`config.mk`:
```
export PLATFORM = sky130hd
export DESIGN_NAME = tfsb_cfg_regs_flat
export DESIGN_NICKNAME = d
export VERILOG_FILES = /design/src/rtl/core/tfsb_pkg.sv /design/src/rtl/core/tfsb_cfg_if.sv /design/src/rtl/core/tfsb_cfg_regs.sv /design/src/flat_wrapper.sv
export SDC_FILE = /design/constraint.sdc
export NUM_CORES = 1
export LEC_CHECK = 0
export BUFFER_PORTS_ARGS = -buffer_cell sky130_fd_sc_hd__buf_2
export CORE_MARGIN = 1.5
export CORE_UTILIZATION = 35
export CTS_CLUSTER_SIZE = 40
export DETAILED_ROUTE_END_ITERATION = 6
export GPL_TIMING_DRIVEN = 0
export PLACE_DENSITY_LB_ADDON = 0.12
export SLEW_MARGIN = 10
export SYNTH_ARGS = -nofsm -noshare
export SYNTH_HDL_FRONTEND = slang
export SYNTH_SLANG_ARGS = --single-unit
```
`constraint.sdc`:
```
create_clock -name clk_i -period 1 [get_ports clk_i]
set_clock_uncertainty 0.2 [all_clocks]
set_input_delay 0.2 -clock clk_i [delete_from_list [all_inputs] [get_ports clk_i]]
set_output_delay 0.2 -clock clk_i [all_outputs]
set_load 0.02 [all_outputs]
```
`src/rtl/core/tfsb_pkg.sv`:
```
`timescale 1ns / 1ps

package tfsb_pkg;

  // Field widths
  localparam int CoordW  = 32;            // Q16.16 coordinates and results
  localparam int TrigW   = 16;            // Q1.14 cosine and sine
  localparam int DiffW   = CoordW + 1;    // exact difference of two coordinates
  localparam int ProdW   = DiffW + TrigW; // trig times difference
  localparam int SumW    = ProdW + 1;     // sum of two products
  localparam int FracSh  = 14;            // Q1.14 scaling
  localparam int RotW    = SumW - FracSh; // rotated value after rounding shift
  localparam int CfgIdxW = 4;
  localparam int CfgDatW = 32;

  // Round half up before dropping the Q1.14 fraction
  localparam logic signed [SumW-1:0] RoundHalf = SumW'(1) <<< (FracSh - 1);

  // Reset value of the cosine register: 1.0 in Q1.14
  localparam logic signed [TrigW-1:0] CosOne = TrigW'(1) <<< FracSh;

  typedef logic signed [CoordW-1:0] coord_t;
  typedef logic signed [TrigW-1:0]  trig_t;

  // Configuration register indexes
  typedef enum logic [CfgIdxW-1:0] {
    CFG_TARGET_X,
    CFG_TARGET_Y,
    CFG_ROT_COS,
    CFG_ROT_SIN
  } cfg_idx_e;

  // Current configuration as seen by the datapath
  typedef struct packed {
    coord_t target_x;
    coord_t target_y;
    trig_t  rot_cos;
    trig_t  rot_sin;
  } cfg_t;

  // Position beat handed from the rotation pipe to the kinematics stage
  typedef struct packed {
    coord_t pos_x;
    coord_t pos_y;
    logic   restart;
  } pos_beat_t;

  // Saturate the rounded rotation result to 32 bits
  function automatic coord_t sat_rot(input logic signed [RotW-1:0] v);
    coord_t r;
    if ((v[RotW-1:CoordW-1] == '0) || (v[RotW-1:CoordW-1] == '1)) begin
      r = v[CoordW-1:0];
    end else if (v[RotW-1]) begin
      r = {1'b1, {(CoordW-1){1'b0}}};
    end else begin
      r = {1'b0, {(CoordW-1){1'b1}}};
    end
    return r;
  endfunction

  // Exact difference a - b, saturated to 32 bits
  function automatic coord_t sat_sub(input coord_t a, input coord_t b);
    logic signed [DiffW-1:0] d;
    coord_t r;
    d = {a[CoordW-1], a} - {b[CoordW-1], b};
    if (d[DiffW-1] == d[DiffW-2]) begin
      r = d[CoordW-1:0];
    end else if (d[DiffW-1]) begin
      r = {1'b1, {(CoordW-1){1'b0}}};
    end else begin
      r = {1'b0, {(CoordW-1){1'b1}}};
    end
    return r;
  endfunction

endpackage

```
`src/rtl/core/tfsb_cfg_if.sv`:
```
`timescale 1ns / 1ps

interface tfsb_cfg_if;
  logic                               valid;
  logic                               ready;
  logic [tfsb_pkg::CfgIdxW-1:0]       index;
  logic [tfsb_pkg::CfgDatW-1:0]       data;

  modport source (output valid, output index, output data, input ready);
  modport sink   (input valid, input index, input data, output ready);
endinterface

```
`src/rtl/core/tfsb_cfg_regs.sv`:
```
`timescale 1ns / 1ps

module tfsb_cfg_regs import tfsb_pkg::*; (
  input  logic       clk_i,
  input  logic       rst_ni,
  tfsb_cfg_if.sink   cfg_i,
  output cfg_t       cfg_o
);

  cfg_t cfg_q, cfg_d;

  // Writes are always taken; unknown indexes are dropped
  assign cfg_i.ready = 1'b1;

  // Register decode
  always_comb begin
    cfg_d = cfg_q;
    if (cfg_i.valid) begin
      unique case (cfg_idx_e'(cfg_i.index))
        CFG_TARGET_X: cfg_d.target_x = cfg_i.data[CoordW-1:0];
        CFG_TARGET_Y: cfg_d.target_y = cfg_i.data[CoordW-1:0];
        CFG_ROT_COS:  cfg_d.rot_cos  = cfg_i.data[TrigW-1:0];
        CFG_ROT_SIN:  cfg_d.rot_sin  = cfg_i.data[TrigW-1:0];
        default:      cfg_d = cfg_q;
      endcase
    end
  end

  always_ff @(posedge clk_i or negedge rst_ni) begin
    if (!rst_ni) begin
      cfg_q.target_x <= '0;
      cfg_q.target_y <= '0;
      cfg_q.rot_cos  <= CosOne;
      cfg_q.rot_sin  <= '0;
    end else begin
      cfg_q <= cfg_d;
    end
  end

  assign cfg_o = cfg_q;

endmodule

```
`src/flat_wrapper.sv`:
```
// flat-port wrapper written by rule: the top's interface ports become plain ports
module tfsb_cfg_regs_flat import tfsb_pkg::*;
  (clk_i, rst_ni, cfg_o, cfg_i_valid, cfg_i_index, cfg_i_data, cfg_i_ready);
  tfsb_cfg_if cfg_i_i ();
  input  logic clk_i;
  input  logic rst_ni;
  output cfg_t cfg_o;
  input wire logic [$bits(cfg_i_i.valid)-1:0] cfg_i_valid;
  input wire logic [$bits(cfg_i_i.index)-1:0] cfg_i_index;
  input wire logic [$bits(cfg_i_i.data)-1:0] cfg_i_data;
  output wire logic [$bits(cfg_i_i.ready)-1:0] cfg_i_ready;
  assign cfg_i_i.valid = cfg_i_valid;
  assign cfg_i_i.index = cfg_i_index;
  assign cfg_i_i.data = cfg_i_data;
  assign cfg_i_ready = cfg_i_i.ready;
  tfsb_cfg_regs u_core (.clk_i(clk_i), .rst_ni(rst_ni), .cfg_i(cfg_i_i), .cfg_o(cfg_o));
endmodule
```
* Word-level counts from Yosys, hierarchy flattened *
Index checks and enable logic that the tools add are counted.

storage, ports and cells
  bits of input ports = 39
  bits in read-only memories = 0
  bits in latches = 0
  memories kept = 0
  register bits after elaboration = 96
  logic and storage cells = 12
  bits in writable memories = 0

cells by class
  equality and inequality tests = 3
  add/subtract/negate cells = 0
  div/mod/pow operators = 0
  order comparisons = 0
  $mul = 0
  muxes and demuxes = 0
  bitwise gates (word level) = 0
  reduce and logical (&&, ||, !) cells = 5
  shifts and indexed selects = 0

operator list
  operator                                        count
  == test 4 x 2 -> 1 bit (second input constant)  2
  AND reduction 2 bit                             4
  == test 4 x 1 -> 1 bit (second input constant)  1
  zero test 4 bit                                 1

* Logic depth before layout (Yosys ltp) *
  depth in word-level cells = 2
  depth in mapped cells = 5
  depth with buffers taken out = 3

* Worst setup path before layout *
Ideal clock, no wire load.

  path kind = input -> register
  start = in cfg_i_index[1]
  end = reg u_core.cfg_q, in the netlist u_core.cfg_o[0]
  slack = -0.518 ns
  buffers on the path = 1
  stages on the path = 4
  required time = 0.675 ns
  arrival time = 1.194 ns
  cells stage by stage = nand2_1 -> nor4b_4 -> buf_6 -> mux2_2

between the ends
  cells in the longest elaborated chain, start to end = 2

RTL lines
  element                        RTL line             source
  from (decl)                    flat_wrapper.sv:9    input wire logic [$bits(cfg_i_i.index)-1:0] cfg_i_index;
  == test 4 x 2 -> 1 bit         tfsb_cfg_regs.sv:19  unique case (cfg_idx_e'(cfg_i.index))
  AND reduction 2 bit (no line)  n/a
  to (signal assigned)           tfsb_cfg_regs.sv:36  cfg_q <= cfg_d;
  to (decl)                      tfsb_cfg_regs.sv:10  cfg_t cfg_q, cfg_d;

No other way between the ends.
A chain may end at the register's enable or synchronous reset.

* Worst setup path in the final report *
  start = reg u_core.cfg_q, in the netlist u_core.cfg_o[30]
  end = out cfg_o[30] (netlist bit)

RTL lines
  element    RTL line           source
  to (decl)  flat_wrapper.sv:7  output cfg_t cfg_o;

No word-level cell between the ends.

==> metrics <==
status=finished with violations; failing checks=hold timing, setup timing; layout cells sized above 1=78.17%; starting density of the core=35.70%; Die W=104.9 um; GPL Wtd Cong=0.6620; Max-cap violations=0; vias per std cell=4.511; placed cell areas=4898 sq um; total power=13.77 mW; # clock sinks=96; initial antenna violation count=0; placed cells=482; commonest non-fill, non-tap cell in the layout=buf_6; Sequential cell area=2404 sq um; Crit path buffers/inverters=1; crit-path leading delay family=flip-flops; Critical-path top delay cell=dfstp_2; met2 wire len=5031 um; GRT Total Usage=18.70%; CTS tree=done; row count=37; register bit total from synthesis=96; Worst path max stage delay=0.55 ns; Synth cell types=13; Routed Wire Length=10140 um; startpoint types=register; multi-input logic area=1556 sq um; most frequent cells in the layout=buf_6, mux2_4, dfrtp_1; dpl hpwl=5777 um; Antenna Cells=0; Met3 Wirelength=562 um; Period Utilization, post-route=140.3%; Setup CP Type=reg -> out; fin nets=484; clk slew on worst S/H paths=0.10 ns; headroom to the max-slew limit=58.72%; sequential share of the synthesized area=66.10%; drc violations=0; CTS buffer count=9; Mapped Cells=211; fillers=754; clock share of power=17.1%; via count=2639; I/O Pins=136; Hold Vio Cnt, Final=140; DR WL/cell=17.34 um; die height=104.9 um; core area=10180 sq um; Synthesized Nets=250; cell-internal power=9.460 mW; pin count of the biggest net entering global routing=52; Final min period=1.403 ns; RSZ-0062 raised after global routing=true; DRT iter0 DRCs=69; antenna-violating nets left=0; DRT Pass-1 Iters=4; CTS H-tree depth=3; Port Buf Inserts=134; FMAX=0.7129 GHz; sequential cell fraction of total power=39.9%; Sw Share=31.32%; Pwr per Cell Area=2054 nW/um^2; YS warnings=0; fin area=6705 sq um; number of flip-flops in the largest register=96; Max Root-Sink Buffers=2; worst-path fanout max=2; post-route setup slack=-0.4027 ns; Met1 Wirelength=4399 um; area grow syn2layout=84.41%; syn avg cell area=17.23 sq um; WHS=-0.3485 ns; transition time of the tightest slew-check pin=0.6192 ns; CP Data Required Time=0.60 ns; Finish-stage setup viols=192; CP endpoint kind=output port; Slew Limit Fails=0; first-pass GRT wire length=15850 um; Overflow after GRT=0; synthesized area=3636 sq um; leakage=3.490 nW; Die ar.=11010 sq um; max layer used=met4; Hold Crit Class=in -> async; CTS root buf=clkbuf_8; Comb power frac=42.9%; worst vdd ir=1.014 mV; Net Sw Power=4.314 mW; CP Data Arrival Time=1.00 ns; worst-path cell chain=buf_6; Post-Layout Cell Count=585; worst skew pair latency=0.35 ns; number of global-route vias before repair=2853
kinds of logic after synthesis:
logic type / share of synthesized area (%)
multiplexers: 29.73
flip-flops: 66.10
AND/OR/NAND/NOR: 1.686
other: 0.1031
buffers and inverters: 2.374
power groups by stage:
stage          Combinational (mW)  Clock, mW  Sequential (mW)
5_1_grt                      6.21       2.61             5.58
3_5_place_dp                 3.78          0             5.33
4_1_cts                      5.60       2.41             5.47
2_1_floorplan                1.28          0             6.46
3_3_place_gp                 3.73          0             5.32
6_report                     5.92       2.36             5.50
timing repair:
action                                  4_1_cts  5_1_grt
pin swaps                                     4        4
cloned                                        8        0
endpoints found under the hold margin       140      140
resized for setup                           243       14
buffers inserted                             60       38
endpoints found under the setup margin      190      192
metal layers:
layer,up-vias,track usage [%]
met5,-,0
met2,84,30.86
met4,0,5.871
met1,1337,23.88
li1,1205,-
met3,13,5.053
cell usage after synthesis:
library cell,number,area [sq um]
nand3_1,1,5.000
and2b_2,1,8.760
nor3_1,1,5.000
buf_4,7,52.55
nor2_1,1,3.750
nor4b_4,1,23.77
conb_1,1,3.750
mux2_2,96,1081
buf_6,3,33.78
nand2_1,2,7.510
and2b_1,1,7.510
dfrtp_1,95,2377
dfstp_2,1,26.28
layout make-up:
cell class,count,area share (%)
Multi-Input combinational cell,105,23.21
Buffer,8,1.997
Tap cell,136,2.538
Clock inverter,4,0.4665
Timing Repair Buffer,225,33.83
Clock buffer,11,2.109
Sequential cell,96,35.85
per-stage QoR:
| step | setup slack [ns] | TNS [ns] | hold slack [ns] | utilization [%] |
|---|---|---|---|---|
| final | -0.4027 | -47.62 | -0.3485 | 65.84 |
| after floorplan | -0.4884 | -34.72 | -0.2956 | - |
| after global routing | -0.4435 | -52.16 | -0.3239 | 65.84 |
| after CTS | -0.4196 | -48.46 | -0.3448 | 64.67 |
| after global placement | -1.487 | -199.53 | 0.2475 | 47.80 |
| after detailed placement | -0.8812 | -66.22 | 0.05597 | 48.10 |
path summary, 6_finish.rpt:
kind	start	to	slack, ns	cells past startpoint
setup reg to reg	u_core.cfg_o[26]	u_core.cfg_o[26]	-0.22	3
max in group asynchronous	rst_ni	u_core.cfg_o[32]	0.28	2
hold reg to reg	u_core.cfg_o[9]	u_core.cfg_o[9]	0.35	1
hold / removal	rst_ni	u_core.cfg_o[50]	-0.35	1
min in group clk_i	cfg_i_data[29]	u_core.cfg_o[93]	-0.12	2
setup / recovery	u_core.cfg_o[30]	cfg_o[30]	-0.40	1
No activity file was read; power rests on OpenSTA's default activity.
