## src/rtl/core/tfsb_pkg.sv

```systemverilog
`timescale 1ns / 1ps

package tfsb_pkg;

  // Field widths
  localparam int CoordW  = 32;            // Q16.16 coordinates and results
  localparam int TrigW   = 16;            // Q1.14 cosine and sine
  localparam int DiffW   = CoordW + 1;    // exact difference of two coordinates
  localparam int ProdW   = DiffW + TrigW; // trig times difference
  localparam int SumW    = ProdW + 1;     // sum of two products
  localparam int FracSh  = 14;            // Q1.14 scaling
  localparam int RotW    = SumW - FracSh; // rotated value after rounding shift
  localparam int CfgIdxW = 4;
  localparam int CfgDatW = 32;

  // Round half up before dropping the Q1.14 fraction
  localparam logic signed [SumW-1:0] RoundHalf = SumW'(1) <<< (FracSh - 1);

  // Reset value of the cosine register: 1.0 in Q1.14
  localparam logic signed [TrigW-1:0] CosOne = TrigW'(1) <<< FracSh;

  typedef logic signed [CoordW-1:0] coord_t;
  typedef logic signed [TrigW-1:0]  trig_t;

  // Configuration register indexes
  typedef enum logic [CfgIdxW-1:0] {
    CFG_TARGET_X,
    CFG_TARGET_Y,
    CFG_ROT_COS,
    CFG_ROT_SIN
  } cfg_idx_e;

  // Current configuration as seen by the datapath
  typedef struct packed {
    coord_t target_x;
    coord_t target_y;
    trig_t  rot_cos;
    trig_t  rot_sin;
  } cfg_t;

  // Position beat handed from the rotation pipe to the kinematics stage
  typedef struct packed {
    coord_t pos_x;
    coord_t pos_y;
    logic   restart;
  } pos_beat_t;

  // Saturate the rounded rotation result to 32 bits
  function automatic coord_t sat_rot(input logic signed [RotW-1:0] v);
    coord_t r;
    if ((v[RotW-1:CoordW-1] == '0) || (v[RotW-1:CoordW-1] == '1)) begin
      r = v[CoordW-1:0];
    end else if (v[RotW-1]) begin
      r = {1'b1, {(CoordW-1){1'b0}}};
    end else begin
      r = {1'b0, {(CoordW-1){1'b1}}};
    end
    return r;
  endfunction

  // Exact difference a - b, saturated to 32 bits
  function automatic coord_t sat_sub(input coord_t a, input coord_t b);
    logic signed [DiffW-1:0] d;
    coord_t r;
    d = {a[CoordW-1], a} - {b[CoordW-1], b};
    if (d[DiffW-1] == d[DiffW-2]) begin
      r = d[CoordW-1:0];
    end else if (d[DiffW-1]) begin
      r = {1'b1, {(CoordW-1){1'b0}}};
    end else begin
      r = {1'b0, {(CoordW-1){1'b1}}};
    end
    return r;
  endfunction

endpackage

```

## src/rtl/core/tfsb_state_if.sv

```systemverilog
`timescale 1ns / 1ps

interface tfsb_state_if;
  logic             valid;
  logic             ready;
  tfsb_pkg::coord_t pos_x;
  tfsb_pkg::coord_t pos_y;
  tfsb_pkg::coord_t vel_x;
  tfsb_pkg::coord_t vel_y;
  tfsb_pkg::coord_t acc_x;
  tfsb_pkg::coord_t acc_y;

  modport source (
    output valid, output pos_x, output pos_y, output vel_x, output vel_y,
    output acc_x, output acc_y, input ready
  );
  modport sink (
    input valid, input pos_x, input pos_y, input vel_x, input vel_y,
    input acc_x, input acc_y, output ready
  );
endinterface

```

## src/rtl/core/tfsb_kinematics.sv

```systemverilog
`timescale 1ns / 1ps

module tfsb_kinematics import tfsb_pkg::*; (
  input  logic        clk_i,
  input  logic        rst_ni,
  input  logic        pos_valid_i,
  output logic        pos_ready_o,
  input  pos_beat_t   pos_i,
  tfsb_state_if.source state_o
);

  // History of the last beat loaded into the output register
  coord_t prev_pos_x_q, prev_pos_y_q, prev_vel_x_q, prev_vel_y_q;
  logic   hist_q;

  // Output register
  logic   ov_q;
  coord_t pos_x_q, pos_y_q, vel_x_q, vel_y_q, acc_x_q, acc_y_q;

  logic   load;
  logic   use_hist;
  coord_t vel_x_d, vel_y_d, acc_x_d, acc_y_d;

  assign pos_ready_o = !ov_q || state_o.ready;
  assign load        = pos_valid_i && pos_ready_o;
  assign use_hist    = hist_q && !pos_i.restart;

  // Velocity and acceleration, zero without history or on a restart beat
  always_comb begin
    vel_x_d = '0;
    vel_y_d = '0;
    acc_x_d = '0;
    acc_y_d = '0;
    if (use_hist) begin
      vel_x_d = sat_sub(pos_i.pos_x, prev_pos_x_q);
      vel_y_d = sat_sub(pos_i.pos_y, prev_pos_y_q);
      acc_x_d = sat_sub(vel_x_d, prev_vel_x_q);
      acc_y_d = sat_sub(vel_y_d, prev_vel_y_q);
    end
  end

  // Control and history state
  always_ff @(posedge clk_i or negedge rst_ni) begin
    if (!rst_ni) begin
      ov_q         <= 1'b0;
      hist_q       <= 1'b0;
      prev_pos_x_q <= '0;
      prev_pos_y_q <= '0;
      prev_vel_x_q <= '0;
      prev_vel_y_q <= '0;
    end else begin
      if (pos_ready_o) ov_q <= pos_valid_i;
      if (load) begin
        hist_q       <= 1'b1;
        prev_pos_x_q <= pos_i.pos_x;
        prev_pos_y_q <= pos_i.pos_y;
        prev_vel_x_q <= vel_x_d;
        prev_vel_y_q <= vel_y_d;
      end
    end
  end

  // Result payload
  always_ff @(posedge clk_i) begin
    if (load) begin
      pos_x_q <= pos_i.pos_x;
      pos_y_q <= pos_i.pos_y;
      vel_x_q <= vel_x_d;
      vel_y_q <= vel_y_d;
      acc_x_q <= acc_x_d;
      acc_y_q <= acc_y_d;
    end
  end

  assign state_o.valid = ov_q;
  assign state_o.pos_x = pos_x_q;
  assign state_o.pos_y = pos_y_q;
  assign state_o.vel_x = vel_x_q;
  assign state_o.vel_y = vel_y_q;
  assign state_o.acc_x = acc_x_q;
  assign state_o.acc_y = acc_y_q;

`ifndef SYNTHESIS
  // A restart beat leaves with zero velocity and acceleration
  assert property (@(posedge clk_i) disable iff (!rst_ni)
    load && pos_i.restart |=> vel_x_q == '0 && vel_y_q == '0 && acc_x_q == '0 && acc_y_q == '0)
    else $error("restart beat carries nonzero velocity or acceleration");

  // Stored history tracks the beat just loaded into the output register
  assert property (@(posedge clk_i) disable iff (!rst_ni)
    load |=> hist_q && prev_pos_x_q == pos_x_q && prev_pos_y_q == pos_y_q
             && prev_vel_x_q == vel_x_q && prev_vel_y_q == vel_y_q)
    else $error("history state out of step with output beat");

  // First beat after reset has no history
  assert property (@(posedge clk_i) disable iff (!rst_ni)
    load && !hist_q |=> vel_x_q == '0 && acc_y_q == '0)
    else $error("first beat after reset has nonzero velocity or acceleration");
`endif

endmodule
```

## src/flat_wrapper.sv

```systemverilog
// flat-port wrapper written by rule: the top's interface ports become plain ports
module tfsb_kinematics_flat import tfsb_pkg::*;
  (clk_i, rst_ni, pos_valid_i, pos_ready_o, pos_i, state_o_valid, state_o_pos_x, state_o_pos_y, state_o_vel_x, state_o_vel_y, state_o_acc_x, state_o_acc_y, state_o_ready);
  tfsb_state_if state_o_i ();
  input  logic clk_i;
  input  logic rst_ni;
  input  logic pos_valid_i;
  output logic pos_ready_o;
  input  pos_beat_t pos_i;
  output wire logic [$bits(state_o_i.valid)-1:0] state_o_valid;
  output wire logic [$bits(state_o_i.pos_x)-1:0] state_o_pos_x;
  output wire logic [$bits(state_o_i.pos_y)-1:0] state_o_pos_y;
  output wire logic [$bits(state_o_i.vel_x)-1:0] state_o_vel_x;
  output wire logic [$bits(state_o_i.vel_y)-1:0] state_o_vel_y;
  output wire logic [$bits(state_o_i.acc_x)-1:0] state_o_acc_x;
  output wire logic [$bits(state_o_i.acc_y)-1:0] state_o_acc_y;
  input wire logic [$bits(state_o_i.ready)-1:0] state_o_ready;
  assign state_o_valid = state_o_i.valid;
  assign state_o_pos_x = state_o_i.pos_x;
  assign state_o_pos_y = state_o_i.pos_y;
  assign state_o_vel_x = state_o_i.vel_x;
  assign state_o_vel_y = state_o_i.vel_y;
  assign state_o_acc_x = state_o_i.acc_x;
  assign state_o_acc_y = state_o_i.acc_y;
  assign state_o_i.ready = state_o_ready;
  tfsb_kinematics u_core (.clk_i(clk_i), .rst_ni(rst_ni), .pos_valid_i(pos_valid_i), .pos_ready_o(pos_ready_o), .pos_i(pos_i), .state_o(state_o_i));
endmodule
```

## config.mk

```make
export PLATFORM = sky130hd
export DESIGN_NAME = tfsb_kinematics_flat
export DESIGN_NICKNAME = d
export VERILOG_FILES = /design/src/rtl/core/tfsb_pkg.sv /design/src/rtl/core/tfsb_state_if.sv /design/src/rtl/core/tfsb_kinematics.sv /design/src/flat_wrapper.sv
export SDC_FILE = /design/constraint.sdc
export NUM_CORES = 1
export LEC_CHECK = 0
export ABC_AREA = 1
export BUFFER_PORTS_ARGS = -buffer_cell sky130_fd_sc_hd__buf_2
export CORE_MARGIN = 3
export CORE_UTILIZATION = 54
export DETAILED_ROUTE_END_ITERATION = 16
export PLACE_DENSITY = 0.78
export SETUP_SLACK_MARGIN = 0.1
export SKIP_CTS_REPAIR_TIMING = 1
export SYNTH_ARGS = -nofsm -noshare
export SYNTH_HDL_FRONTEND = slang
export SYNTH_SLANG_ARGS = --single-unit
```

## constraint.sdc

```tcl
create_clock -name clk_i -period 7.5 [get_ports clk_i]
set_clock_uncertainty 0.15 [all_clocks]
set_input_delay 1.125 -clock clk_i [delete_from_list [all_inputs] [get_ports clk_i]]
set_output_delay 1.125 -clock clk_i [all_outputs]
set_load 0.005 [all_outputs]
```

Yosys cells after proc, flatten, opt, wreduce, memory -nomap -nowiden
Cells that the tools add are included.
W data, S select, Z words.
{ "word_totals": {"ff_bits": 322, "latch_bits": 0, "mem_bits_rw": 0, "rom_bits": 0, "inputBits": 69, "out_inout_bits": 194, "elab_cells": 37, "mem_count": 0} }
{ "op_classes": {"addsub": 4, "mul": 0, "div": 0, "n_lt_le_gt_ge": 0, "eq_ne": 4, "shifts": 0, "mux": 12, "n_bitwise": 0, "n_reduce_logical": 5} }
{ "op_table": {"columns": ["op", "n"], "rows": [
  ["$mux W32", 12],
  ["$sub A32 B32 Y33", 4],
  ["$eq A1 B1 Y1", 4],
  ["$logic_and A1 B1 Y1", 2],
  ["$logic_not A1 Y1", 2],
  ["$logic_or A1 B1 Y1", 1]
]} }

Depth between registers and ports, before layout
{ "logic_depth": {"depth_word": 7, "depth_mapped": 35} }

Worst setup path after synthesis
Ideal clock, no wire load.
{ "synth_path": {"path_kind": "input port to flip-flop", "from": "in state_o_ready", "to": "reg u_core.acc_x_q[0], in the netlist u_core.state_o.acc_x[0] (enable)", "setup_ps": 631, "arrival_time_ps": 7080, "path_slack_ps": -362, "path_stages": 6, "path_buffers": 2, "cell_sequence": "inv_1 nand2_1 nand2_1 inv_1 clkbuf_1 clkbuf_1"} }
{ "synth_between": {"elab_chain_cells": 2} }
{ "synth_lines": {"columns": ["item", "line_no", "text"], "rows": [
  ["from (decl)", "flat_wrapper.sv:17", "input wire logic [$bits(state_o_i.ready)-1:0] state_o_ready;"],
  ["$logic_or A1 B1 Y1", "tfsb_kinematics.sv:24", "assign pos_ready_o = !ov_q || state_o.ready;"],
  ["named net pos_ready_o", "flat_wrapper.sv:8", "output logic pos_ready_o;"],
  ["$logic_and A1 B1 Y1", "tfsb_kinematics.sv:25", "assign load = pos_valid_i && pos_ready_o;"],
  ["named net u_core.load", "tfsb_kinematics.sv:20", "logic load;"],
  ["to (signal assigned)", "tfsb_kinematics.sv:70", "acc_x_q <= acc_x_d;"],
  ["to (decl)", "tfsb_kinematics.sv:18", "coord_t pos_x_q, pos_y_q, vel_x_q, vel_y_q, acc_x_q, acc_y_q;"]
]} }
The timed path passes the listed nets, and every way through them passes these cells.
A chain may end at the register's enable or synchronous reset.

Worst setup path after layout
{ "layout_path": {"from": "in pos_i[1] (netlist name)", "to": "reg u_core.acc_y_q[11], in the netlist u_core.state_o.acc_y[11] (data pin)"} }
{ "layout_between": {"elab_chain_cells": 7, "word_cells_on_any_way": 9} }
{ "layout_lines": {"columns": ["item", "line_no", "text"], "rows": [
  ["from (decl)", "flat_wrapper.sv:9", "input pos_beat_t pos_i;"],
  ["$sub A32 B32 Y33 *", "tfsb_pkg.sv:65", "d = {a[CoordW-1], a} - {b[CoordW-1], b};"],
  ["$mux W32 or $eq A1 B1 Y1 (tied branches)", "tfsb_pkg.sv:68, tfsb_pkg.sv:66", null],
  ["$mux W32 *", "tfsb_pkg.sv:66", "if (d[DiffW-1] == d[DiffW-2]) begin"],
  ["$mux W32 *", "tfsb_kinematics.sv:34", "if (use_hist) begin"],
  ["$sub A32 B32 Y33 *", "tfsb_pkg.sv:65", null],
  ["$mux W32 or $eq A1 B1 Y1 (tied branches)", "tfsb_pkg.sv:68, tfsb_pkg.sv:66", null],
  ["$mux W32 *", "tfsb_pkg.sv:66", null],
  ["to (signal assigned)", "tfsb_kinematics.sv:71", "acc_y_q <= acc_y_d;"],
  ["to (decl)", "tfsb_kinematics.sv:18", null]
]} }
Mark *: on every way between the ends. The rest lies on a longest branch, timed or not. The select of a mux whose other input is x is not followed.

==> out/metrics.yaml <==
outcome: "completed"
grtUsageTotal: 0.294
fp-row-count: 71
ys_top_cells_by_area: "edfxtp_1, nand2_1, dfrtp_1"
drt-vias-per-instance: 5.27
cts_sinks: 322
ioPinCount: 263
num_vias: 18400
grt_antenna_before_repair: 0
cp.required_ps: 7600
die_h_um: 202
vdd_drop_max_mv: 0.222
layout_common_cells: "nand2_1, inv_1, buf_2, nor2_1, edfxtp_1"
hold_viol_final: 0
dp_hpwl_um: 47000
crit_path_frequent_cell: "nand2_1"
p_leak_nw: 12.2
max-cap-violations: 0
max_freq_mhz: 166
fillCellCount: 3481
rsz0062_at_grt: "false"
routed_wl_um: 59800
wl_per_cell_um: 17.1
dr.pass1.iters: 6
ant_nets: 0
synth_cell_types: 44
core_sq_mm: 0.0378
drcViolationCount: 0
worstPathArrival_ps: 6140
crit_path_start_kind: "input port"
period_minus_slack_ps: 6040
place.gp.congestion: 0.954
dieWidth_um: 202
slew_headroom: 0.307
synth_async_sr_flop_share: 0.404
grt_max_degree: 104
detailed_place.area_sq_mm: 0.0226
cts-root-buf: "clkbuf_16"
drive_above_1_share: 0.126
yosysWarningCount: 0
cp_slowest_stage_delay_ps: 580
synth.avg_cell_area_sq_um: 7.67
detail_route.iter0.violations: 1077
cp_slowest_cell: "nand2_1"
final_nets: 3161
max_slew.worst_pin.slew_ps: 1040
powerDensity_mw_per_mm2: 419
syn_area_sq_mm: 0.0208
numCtsBuffers: 36
synth_nets: 2920
dieArea_sq_mm: 0.0410
ys_seq_elements: 322
yosysTopAreaCell: "edfxtp_1"
path_clk_slew_ps: 60
critPathKind: "input port to flip-flop"
ys_seq_area_frac: 0.433
clockBufferDepth: 3
htreeDepth: 2
ys.flop_type: "edfxtp_1"
grt_overflow_total: 0
worst_setup_path_end_kind: "flip-flop"
drv_slew: 0
final_common_cell: "nand2_1"
tns_ps: 0
grt_pass1_wl_um: 96600
synthCells: 2719
hp-class: "flip-flop to flip-flop"
cp_num_buf_inv: 4
cpLargestDelayFamily: "simple AND/OR/NAND/NOR gates"
portBuffers: 262
syn_to_final_growth_pct: 14.0
initial_core_util: 0.551
synth-edff-count: 192
critical_path.max_fanout: 31
first_global_vias: 18600
design_area_sq_mm: 0.0238
synth_top_area_frac: 0.277
finalSetupViolations: 0
finalCritPeriodShare: 0.806
diodes: 0
clk_latency_ps: 560
cts_tree: "built"
[area by class of cell]
cell class	count	area (sq um)	share of cell area
inverter	423	1600	0.0672
multi-input combinational	1906	9940	0.418
clock inverter	22	209	0.00879
tap	511	639	0.0269
clock buffer	44	982	0.0413
timing repair buffer	271	1380	0.0581
sequential	322	9020	0.379
[cell usage after synthesis (15+ instances only)]
| cell type | instances |
|---|---|
| o21bai_1 | 22 |
| nand2_2 | 15 |
| clkbuf_1 | 38 |
| ha_1 | 128 |
| dfrtp_1 | 130 |
| a21oi_1 | 160 |
| o21ai_0 | 137 |
| nand3b_1 | 15 |
| xnor2_1 | 51 |
| nand2_1 | 874 |
| nor2_1 | 204 |
| inv_1 | 420 |
| edfxtp_1 | 192 |
| nand3_1 | 104 |
| xor2_1 | 37 |
| nor3_1 | 25 |
| and2_1 | 18 |
| nand4_1 | 51 |
[worst paths after layout]
| check | slack (ps) | cells after the start | startpoint | endpoint |
|---|---|---|---|---|
| worst max register to register | 1840 | 31 | u_core.prev_pos_y_q[0] | u_core.state_o.acc_y[11] |
| max in group asynchronous | 5190 | 2 | rst_ni | u_core.prev_vel_y_q[17] |
| worst max-delay path | 1460 | 33 | pos_i[1] | u_core.state_o.acc_y[11] |
| min in group asynchronous | 590 | 1 | rst_ni | u_core.prev_pos_x_q[14] |
| worst min register to register | 330 | 2 | u_core.prev_vel_y_q[12] | u_core.prev_vel_y_q[12] |
| worst min-delay path | 330 | 2 | u_core.prev_vel_y_q[12] | u_core.prev_vel_y_q[12] |
[cell families (layout without fill, tap and decap cells)]
kind of cell | Yosys count | in the layout | synth area share
buffers and inverters | 491 | 760 | 0.0912
DFF | 322 | 322 | 0.433
AOI/OAI and AO/OA | 362 | 362 | 0.0951
xor gates and xnor gates | 88 | 88 | 0.0370
and+or+nand+nor | 1324 | 1324 | 0.263
adders and majority gates | 132 | 132 | 0.0807
[routing by layer]
layer,wire length (um),part of all wire,global-route usage
met1,24000,0.40,0.349
met2,30400,0.51,0.539
met3,2950,0.049,0.0443
met4,2380,0.040,0.112
met5,0,0,0
[metrics by stage]
stage                     instances  hold slack, ps  utilization  worst slack, ps  power, mW
after floorplan                2719             273            -             2360       6.45
after global placement         3433             312        0.597             1100       8.10
after detailed placement       3433             315        0.597              969       8.15
after CTS                      3499             331        0.628             1550       9.99
after global routing           3499             356        0.628              854       10.8
final                          3499             327        0.628             1460       9.97
[worst register-to-register path, delay by kind of cell (launching register included)]
family / cells / cell delay (ps)
buffers and inverters: 2 / 130
adder cells (fa/ha/maj): 3 / 870
flip-flops: 1 / 350
AO/OA/AOI/OAI: 3 / 750
AND/OR/NAND/NOR: 23 / 3110
[state kept, by name, indices dropped and copies added (netlist names)]
signal,cells
u_core.hist_q,1
u_core.state_o.pos_x,32
u_core.prev_vel_x_q,32
u_core.state_o.vel_x,32
u_core.prev_pos_y_q,32
u_core.state_o.vel_y,32
u_core.prev_vel_y_q,32
u_core.state_o.pos_y,32
u_core.state_o.acc_y,32
u_core.state_o.acc_x,32
u_core.prev_pos_x_q,32
u_core.state_o.valid,1
[where the power goes]
group	internal, mW	switching, mW
clock	1.04	0.754
combinational	1.86	3.70
sequential	2.46	0.150
Note: power is estimated with default switching activity, not from simulation.
